$ cat src/hdl/first_match_address_port_rule_classifier_core_defines.svh
// assertion macros for the first-match rule classifier
// used by the top level; expects clk and arst_n in scope
`ifndef FIRST_MATCH_ADDRESS_PORT_RULE_CLASSIFIER_CORE_DEFINES_SVH
`define FIRST_MATCH_ADDRESS_PORT_RULE_CLASSIFIER_CORE_DEFINES_SVH

// same-cycle implication, checked out of reset
`define FMC_ASSERT_NOW(lbl, ante, cons) \
	lbl: assert property (@(posedge clk) disable iff (!arst_n) (ante) |-> (cons)) \
		else $error("fmc: same-cycle check failed");

// next-cycle implication, checked out of reset
`define FMC_ASSERT_NEXT(lbl, ante, cons) \
	lbl: assert property (@(posedge clk) disable iff (!arst_n) (ante) |=> (cons)) \
		else $error("fmc: next-cycle check failed");

`endif

$ cat src/hdl/fmc_pkg.sv
// shared types, constants and the port test for the rule classifier
// no dependencies
`timescale 1ns / 1ps
`default_nettype none

package fmc_pkg;

	localparam int MAX_RULES = 16;
	localparam int IDX_W     = 4;
	localparam int CNT_W     = 5;
	localparam int LIMIT_W   = $clog2(MAX_RULES + 1);

	// item function codes
	localparam logic FUNC_WRITE    = 1'b0;
	localparam logic FUNC_CLASSIFY = 1'b1;

	// port comparison codes, test reads dst_port OP rule_port
	typedef enum logic [2:0] {
		CMP_LT     = 3'd0,
		CMP_EQ     = 3'd1,
		CMP_LE     = 3'd2,
		CMP_GT     = 3'd3,
		CMP_NE     = 3'd4,
		CMP_GE     = 3'd5,
		CMP_ALWAYS = 3'd6,
		CMP_NEVER  = 3'd7
	} cmp_t;

	typedef struct packed {
		logic             func;
		logic [IDX_W-1:0] rule_index;
		logic             rule_direct;
		logic [31:0]      rule_address;
		logic [31:0]      rule_netmask;
		logic [2:0]       rule_compare;
		logic [15:0]      rule_port;
		logic [31:0]      dst_address;
		logic [15:0]      dst_port;
	} in_beat_t;

	typedef struct packed {
		logic             go_direct;
		logic             rule_hit;
		logic [IDX_W-1:0] hit_index;
	} out_beat_t;

	// one stored rule
	typedef struct packed {
		logic        direct;
		logic [31:0] address;
		logic [31:0] mask;
		logic [2:0]  compare;
		logic [15:0] port;
	} rule_t;

	// query token that walks down the chain
	typedef struct packed {
		logic [31:0]        dst_address;
		logic [15:0]        dst_port;
		logic [LIMIT_W-1:0] pos;
		logic               hit;
		logic               direct;
		logic [IDX_W-1:0]   hit_index;
	} tok_t;

	function automatic logic port_test(cmp_t code, logic [15:0] dport, logic [15:0] rport);
		logic res;
		case (code)
			CMP_LT:     res = dport < rport;
			CMP_EQ:     res = dport == rport;
			CMP_LE:     res = dport <= rport;
			CMP_GT:     res = dport > rport;
			CMP_NE:     res = dport != rport;
			CMP_GE:     res = dport >= rport;
			CMP_ALWAYS: res = 1'b1;
			default:    res = 1'b0;
		endcase
		return res;
	endfunction

endpackage

`default_nettype wire

$ cat src/hdl/first_match_address_port_rule_classifier_core.sv
// top level of the first-match address/port rule classifier
// depends on fmc_pkg, fmc_cell and the defines header
`timescale 1ns / 1ps
`default_nettype none
`include "first_match_address_port_rule_classifier_core_defines.svh"

// Rules sit one per cell in a chain of MAX_RULES cells. A rule write (func 0)
// is taken when start is high and busy low and lands in its cell at that edge,
// so writes go at one per cycle and give no result. A classify beat (func 1)
// launches a query token that moves one cell per cycle; the first cell within
// rule_count whose masked address and port test hold marks the hit. The result
// beat is shown on result with done high for one cycle, once the token has
// passed the last of the MAX_RULES cells, and busy stays high through that
// cycle, so no new beat is taken while a classify is in the chain. The
// receiver cannot stall: a result must be taken in the cycle that done is
// high. rule_count is to be written via cfg_we/cfg_data only while idle; the
// block itself does not enforce this. Values above MAX_RULES act as MAX_RULES.
// No clearing pass after reset: cells scanned must have been written first.
module first_match_address_port_rule_classifier_core
	import fmc_pkg::*;
(
	input  wire logic             clk,
	input  wire logic             arst_n,
	input  wire logic             start,
	output logic                  busy,
	input  wire in_beat_t         item,
	output logic                  done,
	output out_beat_t             result,
	input  wire logic             cfg_we,
	input  wire logic [CNT_W-1:0] cfg_data
);

	logic               busy_q;
	logic [LIMIT_W-1:0] limit_q;
	logic               accept;
	logic               launch;
	rule_t              wr_rule;
	tok_t               head_tok;
	logic               chain_valid [MAX_RULES+1];
	tok_t               chain_tok   [MAX_RULES+1];

	assign busy   = busy_q;
	assign accept = start && !busy_q;
	assign launch = accept && (item.func == FUNC_CLASSIFY);

	// rule_count register, clamped to the table depth
	always_ff @(posedge clk or negedge arst_n) begin
		if (!arst_n) begin
			limit_q <= '0;
		end else if (cfg_we) begin
			if (32'(cfg_data) > MAX_RULES) begin
				limit_q <= LIMIT_W'(MAX_RULES);
			end else begin
				limit_q <= LIMIT_W'(cfg_data);
			end
		end
	end

	// busy from classify launch until its result beat
	always_ff @(posedge clk or negedge arst_n) begin
		if (!arst_n) begin
			busy_q <= 1'b0;
		end else if (launch) begin
			busy_q <= 1'b1;
		end else if (done) begin
			busy_q <= 1'b0;
		end
	end

	// rule fields of a write beat and fresh token at the head of the chain
	always_comb begin
		wr_rule.direct  = item.rule_direct;
		wr_rule.address = item.rule_address;
		wr_rule.mask    = item.rule_netmask;
		wr_rule.compare = item.rule_compare;
		wr_rule.port    = item.rule_port;

		head_tok.dst_address = item.dst_address;
		head_tok.dst_port    = item.dst_port;
		head_tok.pos         = '0;
		head_tok.hit         = 1'b0;
		head_tok.direct      = 1'b0;
		head_tok.hit_index   = '0;
	end

	assign chain_valid[0] = launch;
	assign chain_tok[0]   = head_tok;

	// cell chain
	for (genvar i = 0; i < MAX_RULES; i++) begin : g_cell
		logic wr_sel;
		assign wr_sel = accept && (item.func == FUNC_WRITE) && (32'(item.rule_index) == i);

		fmc_cell u_cell (
			.clk           (clk),
			.arst_n        (arst_n),
			.wr_en         (wr_sel),
			.wr_rule       (wr_rule),
			.limit         (limit_q),
			.tok_in_valid  (chain_valid[i]),
			.tok_in        (chain_tok[i]),
			.tok_out_valid (chain_valid[i+1]),
			.tok_out       (chain_tok[i+1])
		);
	end

	// result beat from the tail cell
	always_comb begin
		done             = chain_valid[MAX_RULES];
		result.go_direct = chain_tok[MAX_RULES].direct;
		result.rule_hit  = chain_tok[MAX_RULES].hit;
		result.hit_index = chain_tok[MAX_RULES].hit_index;
	end

	`FMC_ASSERT_NOW(a_done_while_busy, done, busy_q)
	`FMC_ASSERT_NEXT(a_launch_sets_busy, launch, busy_q && !done)
	`FMC_ASSERT_NEXT(a_done_frees, done, !busy_q && !done)
	`FMC_ASSERT_NOW(a_miss_is_proxy, done && !result.rule_hit,
		!result.go_direct && (result.hit_index == '0))

endmodule

`default_nettype wire

$ cat src/hdl/fmc_cell.sv
// one rule cell: holds a rule and tests the passing query token against it
// depends on fmc_pkg
`timescale 1ns / 1ps
`default_nettype none

module fmc_cell
	import fmc_pkg::*;
(
	input  wire logic               clk,
	input  wire logic               arst_n,
	input  wire logic               wr_en,
	input  wire rule_t              wr_rule,
	input  wire logic [LIMIT_W-1:0] limit,
	input  wire logic               tok_in_valid,
	input  wire tok_t               tok_in,
	output logic                    tok_out_valid,
	output tok_t                    tok_out
);

	rule_t rule_q;
	logic  match;
	tok_t  tok_next;

	// rule storage
	always_ff @(posedge clk) begin
		if (wr_en) begin
			rule_q <= wr_rule;
		end
	end

	// address under mask and port test, only inside the scanned range
	always_comb begin
		match = !tok_in.hit && (tok_in.pos < limit)
			&& (((rule_q.address ^ tok_in.dst_address) & rule_q.mask) == 32'd0)
			&& port_test(cmp_t'(rule_q.compare), tok_in.dst_port, rule_q.port);
		tok_next     = tok_in;
		tok_next.pos = tok_in.pos + LIMIT_W'(1);
		if (match) begin
			tok_next.hit       = 1'b1;
			tok_next.direct    = rule_q.direct;
			tok_next.hit_index = tok_in.pos[IDX_W-1:0];
		end
	end

	// token valid
	always_ff @(posedge clk or negedge arst_n) begin
		if (!arst_n) begin
			tok_out_valid <= 1'b0;
		end else begin
			tok_out_valid <= tok_in_valid;
		end
	end

	// token payload
	always_ff @(posedge clk) begin
		tok_out <= tok_next;
	end

endmodule

`default_nettype wire

$ cat config.mk
export PLATFORM = sky130hd
export DESIGN_NAME = first_match_address_port_rule_classifier_core
export DESIGN_NICKNAME = d
export VERILOG_FILES = /design/src/hdl/fmc_pkg.sv /design/src/hdl/first_match_address_port_rule_classifier_core.sv /design/src/hdl/fmc_cell.sv
export VERILOG_INCLUDE_DIRS = /design/src /design/src/hdl
export SDC_FILE = /design/constraint.sdc
export NUM_CORES = 2
export LEC_CHECK = 0
export ABC_AREA = 0
export BUFFER_PORTS_ARGS = -buffer_cell sky130_fd_sc_hd__buf_2
export CORE_MARGIN = 10
export CORE_UTILIZATION = 55
export DETAILED_ROUTE_END_ITERATION = 8
export GPL_TIMING_DRIVEN = 0
export PLACE_DENSITY = 0.74
export SYNTH_ARGS = -nofsm -noshare
export SYNTH_HDL_FRONTEND = slang
export SYNTH_HIERARCHICAL = 1
export SYNTH_SLANG_ARGS = --single-unit
export TNS_END_PERCENT = 100
$ cat constraint.sdc
create_clock -name clk -period 8.6 [get_ports clk]
set_input_delay 1.29 -clock clk [delete_from_list [all_inputs] [get_ports clk]]
set_output_delay 1.29 -clock clk [all_outputs]
set_load 0.01 [all_outputs]
==> impl_metrics.csv <==
group,metric,value,unit
clock_network,cts_setup_buffers,0,
global_route,grt_use_total,17.5,%
power_and_ir_drop,switching_share,20.7,%
global_route,grt_start_max_net_pins,35,
detailed_routing,wl,138,mm
clock_network,clock_sinks,2257,
placement,routabilityCongestion,0.812,
layout,final_layout_size_suffix_gt1_share,13.5,%
floorplan,die_area,157000,µm²
sta,hold_viol,0,
sta,slew_violations,0,
synth,avgSynthCellArea,16.7,µm²
floorplan,row_count,138,
run,max-cap-violations,0,
power_and_ir_drop,p_seq_share,54.0,%
power_and_ir_drop,combPwrFrac,4.9,%
clock_network,cts_resized,0,
layout,final_cells,7170,
global_route,antenna_found_initial,13,
setup_path,reg2reg_depth,7,
layout,final_cell_area,89200,µm²
floorplan,start_util,55.2,%
setup_path,worst-r2r-setup-slack,5.48,ns
global_route,overflow,0,
sta,slew_headroom,40.6,%
power_and_ir_drop,total_power,22.5,mW
setup_path,critPathKind,"input port to register",
clock_network,cts_root_buffer,"clkbuf_16",
clock_network,hold_buffers,0,
sta,min_period_over_period,37.6,%
layout,final_nets,5576,
global_route,grt_pass1_wl,213,mm
detailed_routing,drtIter0Drc,1932,
floorplan,core_area,141000,µm²
floorplan,ioPinCount,154,
setup_path,reg2reg_from,"limit_q[4]",
power_and_ir_drop,pwr_density_cell,252,nW/µm²
detailed_routing,viasPerCell,5.20,
synth,synth_cells,4650,
sta,tns,0,ns
setup_path,cp-start-kind,"input port",
setup_path,end_kind,"register",
status,status,"finished, final reports clean",
detailed_routing,drt_pre_antenna_iters,5,
floorplan,die_y,396,µm
clock_network,numCtsBuffers,206,
sta,rsz0062_at_grt,"no",
setup_path,crit_fanout,13,
layout,final_cell_mix,"edfxtp_1, dfxtp_1, xor2_1",
hold_path,min_path_type,"register to register",
placement,dpl_cell_area,82200,µm²
clock_network,cts_buffer_depth,3,
sta,final-setup-viol-count,0,
floorplan,die_x,396,µm
clock_network,htreeDepth,4,
clock_network,path_clk_slew,0.06,ns
synth,yosys_warnings,6,
placement,dp.cells,6777,
clock_network,cts_tree,"done",
power_and_ir_drop,irDropWorstVdd,0.206,mV
layout,area_growth,14.6,%
synth,syn_area,77900,µm²
power_and_ir_drop,intPower,17.8,mW
detailed_routing,antenna_left,0,
hold_path,hold_depth,0,
sta,finalCriticalPeriod,3.24,ns
power_and_ir_drop,p_leak,33.7,nW
layout,final_core_util,63.2,%
power_and_ir_drop,pwr-share-clk,41.1,%
setup_path,cp_data_required_time,9.11,ns
detailed_routing,via_count,37300,
clock_network,clk_latency,0.82,ns
setup_path,r2r_end,"g_cell[15].u_cell/tok_out[1]",
sta,worst_slew_pin_slew,0.886,ns
layout,final_common_cell,"edfxtp_1",
setup_path,crit_arrival,3.75,ns
global_route,grt_pass1_vias,38900,
placement,io_buffers,150,
sta,skew,0.0265,ns
power_and_ir_drop,p_switching,4.65,mW
placement,dp_hpwl,99.2,mm
sta,timing.fmax,0.309,GHz
detailed_routing,drcViolationCount,0,
hold_path,min_to,"g_cell[11].u_cell/tok_out[41]",
detailed_routing,drt-wirelength-per-cell,19.2,µm
hold_path,worstHoldStart,"g_cell[10].u_cell/tok_out[41]",
[registers in the layout, summed over array words and instances, names as in the netlist]
signal                       flops
busy                             1
g_cell.u_cell/tok_out_valid     16
g_cell.u_cell/tok_out          891
limit_q                          5
g_cell.u_cell/rule_q          1344
[worst max-delay path by stage]
stage / startpoint / endpoint / slack [ns] / cells after the start
2_1_floorplan: item[132] / g_cell[3].u_cell/rule_q[0] / 0.50 / 3
3_3_place_gp: item[136] / g_cell[11].u_cell/rule_q[11] / -2.89 / 4
3_5_place_dp: item[136] / g_cell[3].u_cell/rule_q[10] / 4.62 / 8
4_1_cts: limit_q[4] / g_cell[15].u_cell/tok_out[1] / 5.40 / 7
5_1_grt: limit_q[4] / g_cell[15].u_cell/tok_out[1] / 5.33 / 7
6_report: item[136] / g_cell[3].u_cell/rule_q[4] / 5.36 / 8
[through the flow]
step           worst slack (ns)  hold slack, ns
2_1_floorplan             0.502           0.331
3_3_place_gp              -2.89           0.332
3_5_place_dp               4.62           0.335
4_1_cts                    5.40           0.346
5_1_grt                    5.33           0.354
6_report                   5.36           0.345
[metal layers]
| layer | GRT usage, % | share of wire (%) |
|---|---|---|
| met1 | 21.5 | 42 |
| met5 | 0 | 0.042 |
| met4 | 5.94 | 2.8 |
| met3 | 3.58 | 4.7 |
| met2 | 30.6 | 50 |
[area by class of cell]
cell class / instances / area, µm²
Timing Repair Buffer: 211 / 1720
Clock buffer: 298 / 5990
Buffer: 6 / 31.3
Inverter: 356 / 1340
Antenna cell: 5 / 12.5
Multi-Input combinational cell: 2057 / 18000
Tap cell: 1890 / 2360
Clock inverter: 90 / 1040
Fill cell: 9861 / 51800
Sequential cell: 2257 / 58700
[critical path: stages]
cell and delay (ns):
buf_2 0.11, nand4bb_1 0.30, clkbuf_1 0.42, nor3_2 0.78, buf_6 0.28, buf_6 0.19, buf_6 0.18, buf_6 0.18
[power by group through the flow]
stage	sequential (mW)	combinational [mW]	clock, mW
final	12.1	1.10	9.24
after detailed placement	12.4	1.11	0
after global placement	12.4	1.04	0
after floorplan	12.3	0.721	0
after CTS	12.1	1.12	9.42
after global routing	12.2	1.25	9.86
(Power assumes the default switching activity.)
